--- src/ilid_pkg.sv ---
// Shared types and command codes for the indexed list insert/delete block.
package ilid_pkg;

	localparam logic [2:0] CMD_READ    = 3'd0;
	localparam logic [2:0] CMD_INS_HEAD = 3'd1;
	localparam logic [2:0] CMD_INS_TAIL = 3'd2;
	localparam logic [2:0] CMD_INS_POS  = 3'd3;
	localparam logic [2:0] CMD_DELETE  = 3'd4;

	localparam int POS_W = 10;
	localparam int LEN_W = 9;
	localparam int VAL_W = 32;

	typedef struct packed {
		logic [2:0]              cmd;
		logic [POS_W-1:0]        position;
		logic signed [VAL_W-1:0] item_value;
	} req_t;

	typedef struct packed {
		logic signed [VAL_W-1:0] read_value;
		logic                    hit;
		logic                    accepted;
		logic                    full_reject;
		logic [LEN_W-1:0]        length_now;
	} rsp_t;

	// controller to datapath
	typedef struct packed {
		logic load;
		logic rd_issue;
		logic shift_init;
		logic shift_step;
		logic val_wr;
		logic fin;
	} ctl_t;

	// datapath to controller
	typedef struct packed {
		logic do_read;
		logic ins_ok;
		logic del_ok;
		logic shift_needed;
		logic shift_last;
	} stat_t;

endpackage

--- src/ilid_ctrl.sv ---
// Controller: sequences read, shift, value write and result hand-off.
module ilid_ctrl (
	input  logic            clk,
	input  logic            arst_n,
	input  logic            cmd_valid,
	output logic            cmd_ready,
	output logic            rsp_valid,
	input  logic            rsp_ready,
	input  ilid_pkg::stat_t stat,
	output ilid_pkg::ctl_t  ctl
);

	typedef enum logic [2:0] {
		S_IDLE,
		S_DECODE,
		S_RD_WAIT,
		S_SHIFT,
		S_DRAIN,
		S_WR_VAL,
		S_FIN
	} state_t;

	state_t state_q;
	logic   rsp_valid_q;

	always_comb begin
		ctl            = '0;
		ctl.load       = (state_q == S_IDLE) && cmd_valid;
		ctl.rd_issue   = (state_q == S_DECODE) && stat.do_read;
		ctl.shift_init = (state_q == S_DECODE) && (stat.ins_ok || stat.del_ok) &&
		                 stat.shift_needed;
		ctl.shift_step = (state_q == S_SHIFT);
		ctl.val_wr     = (state_q == S_WR_VAL);
		ctl.fin        = (state_q == S_FIN) && (!rsp_valid_q || rsp_ready);
	end

	always_ff @(posedge clk or negedge arst_n) begin
		if (!arst_n) begin
			state_q     <= S_IDLE;
			rsp_valid_q <= 1'b0;
		end else begin
			if (ctl.fin) begin
				rsp_valid_q <= 1'b1;
			end else if (rsp_ready) begin
				rsp_valid_q <= 1'b0;
			end
			case (state_q)
				S_IDLE: begin
					if (cmd_valid) begin
						state_q <= S_DECODE;
					end
				end
				S_DECODE: begin
					if (stat.do_read) begin
						state_q <= S_RD_WAIT;
					end else if (stat.ins_ok) begin
						state_q <= stat.shift_needed ? S_SHIFT : S_WR_VAL;
					end else if (stat.del_ok && stat.shift_needed) begin
						state_q <= S_SHIFT;
					end else begin
						state_q <= S_FIN;
					end
				end
				S_RD_WAIT: state_q <= S_FIN;
				S_SHIFT: begin
					if (stat.shift_last) begin
						state_q <= S_DRAIN;
					end
				end
				S_DRAIN: state_q <= stat.ins_ok ? S_WR_VAL : S_FIN;
				S_WR_VAL: state_q <= S_FIN;
				S_FIN: begin
					// hold until the result register is free
					if (ctl.fin) begin
						state_q <= S_IDLE;
					end
				end
				default: state_q <= S_IDLE;
			endcase
		end
	end

	assign cmd_ready = (state_q == S_IDLE);
	assign rsp_valid = rsp_valid_q;

	a_fin_free: assert property (@(posedge clk) disable iff (!arst_n)
		ctl.fin |-> (!rsp_valid_q || rsp_ready))
		else $error("result register overwritten");

	a_fin_valid: assert property (@(posedge clk) disable iff (!arst_n)
		ctl.fin |=> rsp_valid_q)
		else $error("finished transaction not presented");

	a_load_idle: assert property (@(posedge clk) disable iff (!arst_n)
		ctl.load |=> (state_q == S_DECODE))
		else $error("loaded transaction not decoded");

endmodule

--- config.mk ---
export PLATFORM = sky130hd
export DESIGN_NAME = ilid_ctrl
export DESIGN_NICKNAME = d
export VERILOG_FILES = /design/src/ilid_pkg.sv /design/src/ilid_ctrl.sv
export SDC_FILE = /design/constraint.sdc
export NUM_CORES = 1
export LEC_CHECK = 0
export ABC_AREA = 1
export BUFFER_PORTS_ARGS = -buffer_cell sky130_fd_sc_hd__clkbuf_2
export CAP_MARGIN = 10
export CORE_AREA = 2 2 39 41
export DETAILED_ROUTE_END_ITERATION = 16
export DIE_AREA = 0 0 41 43
export GPL_TIMING_DRIVEN = 0
export SYNTH_ARGS = -nofsm -noshare
export SYNTH_HDL_FRONTEND = slang
export SYNTH_SLANG_ARGS = --single-unit
export TNS_END_PERCENT = 5
--- constraint.sdc ---
create_clock -name clk -period 1.3 [get_ports clk]
set_input_delay 0.065 -clock clk [delete_from_list [all_inputs] [get_ports clk]]
set_output_delay 0.065 -clock clk [all_outputs]
set_load 0.02 [all_outputs]
==> impl_metrics.ini <==
[timing]
worst_slew_pin_slew_ns = 0.285
drv_slew = 0
holdWs_ns = 0.109
final.period_utilization_pct = 96.7
rsz0062_at_grt = true
finalCriticalPeriod_ns = 1.26
fmax_mhz = 795
clock_skew_ns = 0.00251
max_slew_margin_pct = 80.8
setup_viol = 0
fin_setup_tns_ns = 0
hold_violations = 0

[worst_setup_path]
critPathCaptureType = output port
crit_required_ns = 1.24
path_max_fanout = 5
r2r_slack_ns = 0.09
endpoint = ctl[5]
reg2reg_to = state_q[2]
rr_startpoint = state_q[2]
start_kind = flop
crit_arrival_ns = 1.19
crit_type = reg -> out
reg2reg_depth = 7
startpoint = state_q[2]

[final_layout]
drive_gt1_share_pct = 50.0
fin_util_pct = 38.2
antenna_cells = 0
nets = 89
area_delta_synth_final_pct = 62.3
fin_area_sq_um = 528

[die]
initial_core_util_pct = 23.5
io_pins = 17
core_sq_um = 1380
rows = 14
dieHeight_um = 43
die_area_sq_um = 1760
die_w_um = 41

[worst_hold_path]
holdCritPathClass = in -> reg

[synth]
synth-xor-area-share_pct = 0
syn_nets = 62
syn_inst = 53
yosysUniqueCellTypes = 17
synth_compound_area_share_pct = 12.7
synth-simple-area-share_pct = 45.0
synth-adder-area-share_pct = 0
synth_seq_cells = 4
syn_area_sq_um = 325
synth_top_family_by_area = simple AND/OR/NAND/NOR gates
yosys_warnings = 0
yosysSeqAreaShare_pct = 30.8
syn_area_per_cell_sq_um = 6.14
synthMuxAreaShare_pct = 0

[drt]
drc = 0
wire_per_inst_um = 8.76
drt_pass1_iterations = 4
ant_nets = 0
via_per_inst = 4.33
vias = 407
drtIter0Drc = 5
drt_wl_total_um = 823

[cts]
clock_latency_ns = 0.23
path_clk_slew_ns = 0.04
cts_root_buffer = clkbuf_4
clock_path_buffers = 2
cts_num_sinks = 4
cts_tree = built
cts_buffers = 3
cts-htree-levels = 1

[power]
power_density_nw_per_um2 = 2280
vdd_drop_max_uv = 960
leakage_uw = 0.000306

[place]
dpl_cell_area_sq_um = 428
numPortBuffers = 16
gp_congestion = 0.753

[global_routing]
overflow = 0
grt_pass1_wl_um = 1340
antenna_found_initial = 0
grt_pass1_vias = 352
track_usage_pct = 11.0
grt_max_degree = 8

[outcome]
status = complete, no violations

[run]
cap_violations = 0
[cell type report]
type | instances | area, sq um
clock buffer | 3 | 22.5
timing repair buffer | 22 | 133
fill | 156 | 856
tap | 16 | 20.0
inverter | 10 | 40.0
sequential | 4 | 103
multi-input combinational | 39 | 210
[per-layer routing]
layer / track usage [%] / up-vias / share of wire (%)
li1: - / 217 / -
met1: 16.6 / 182 / 51
met2: 13.8 / 8 / 45
met3: 1.57 / 0 / 4.1
met4: 7.33 / 0 / 0
met5: 0 / - / 0
[stage by stage]
step	worst slack (ns)	instances	power (uW)
3_3_place_gp	0.0595	85	852
5_1_grt	-0.0161	94	1330
4_1_cts	0.00749	91	1080
6_report	0.0427	94	1210
3_5_place_dp	0.0465	85	857
2_1_floorplan	0.0830	53	697
[critical path, cell delays in order, from the launching register on]
cell     delay [ns]
dfrtp_2        0.45
buf_4          0.16
nor3_1         0.16
buf_2          0.18
[worst min path at each step]
| stage | endpoint | start | depth (start not counted) |
|---|---|---|---|
| detailed placement | rsp_valid | arst_n | 1 |
| finish | rsp_valid | rsp_ready | 3 |
| floorplan | rsp_valid | arst_n | 0 |
| global placement | rsp_valid | arst_n | 1 |
| global route | state_q[0] | stat[0] | 3 |
| CTS | rsp_valid | rsp_ready | 3 |
[repair_timing]
action | in CTS | in global routing
hold buffers | 1 | 0
cloned | 0 | 0
gates resized for setup | 4 | 12
hold endpoints to repair | 4 | 0
buffers inserted | 2 | 3
setup endpoints to repair | 2 | 7
pin swaps | 1 | 1
[synth_stat cells (all sizes together)]
library cell | n | area [sq um]
nand2 | 13 | 51.3
nor2 | 11 | 43.8
inv | 10 | 37.5
dfrtp | 4 | 100
nand3 | 4 | 25.0
o21ai | 3 | 15.0
a21oi | 2 | 10.0
or2 | 2 | 15.0
a31o | 1 | 8.76
nand4 | 1 | 6.26
nor3 | 1 | 5.00
o211ai | 1 | 7.51
[cells in the final DEF, fill, tap and decap left out]
master,instances
a21oi_1,2
a31o_2,1
buf_2,2
buf_4,7
clkbuf_2,12
clkbuf_4,3
dfrtp_1,2
dfrtp_2,2
dlygate4sd3_1,1
inv_1,7
inv_2,2
inv_4,1
nand2_1,11
nand2_2,1
nand2_4,1
nand3_1,2
nand3_2,2
nand4_1,1
nor2_1,8
nor2_2,2
nor2_4,1
nor3_1,1
o211ai_1,1
o21ai_0,3
or2_2,1
or2_4,1
[power by group]
part	switching (uW)	internal, uW	total, uW
Clock	51.9	103	155
Combinational	444	328	773
Sequential	83.5	194	278
Total	580	626	1210
[cell families after synthesis]
logic type	count (synthesis)
compound gates	7
simple gates	32
buf+inv	10
flops	4
[flip-flops by register name (all words and copies together), names as in the netlist]
| name | cells |
|---|---|
| state_q | 3 |
| rsp_valid | 1 |
No activity file was read; power rests on OpenSTA's default activity.
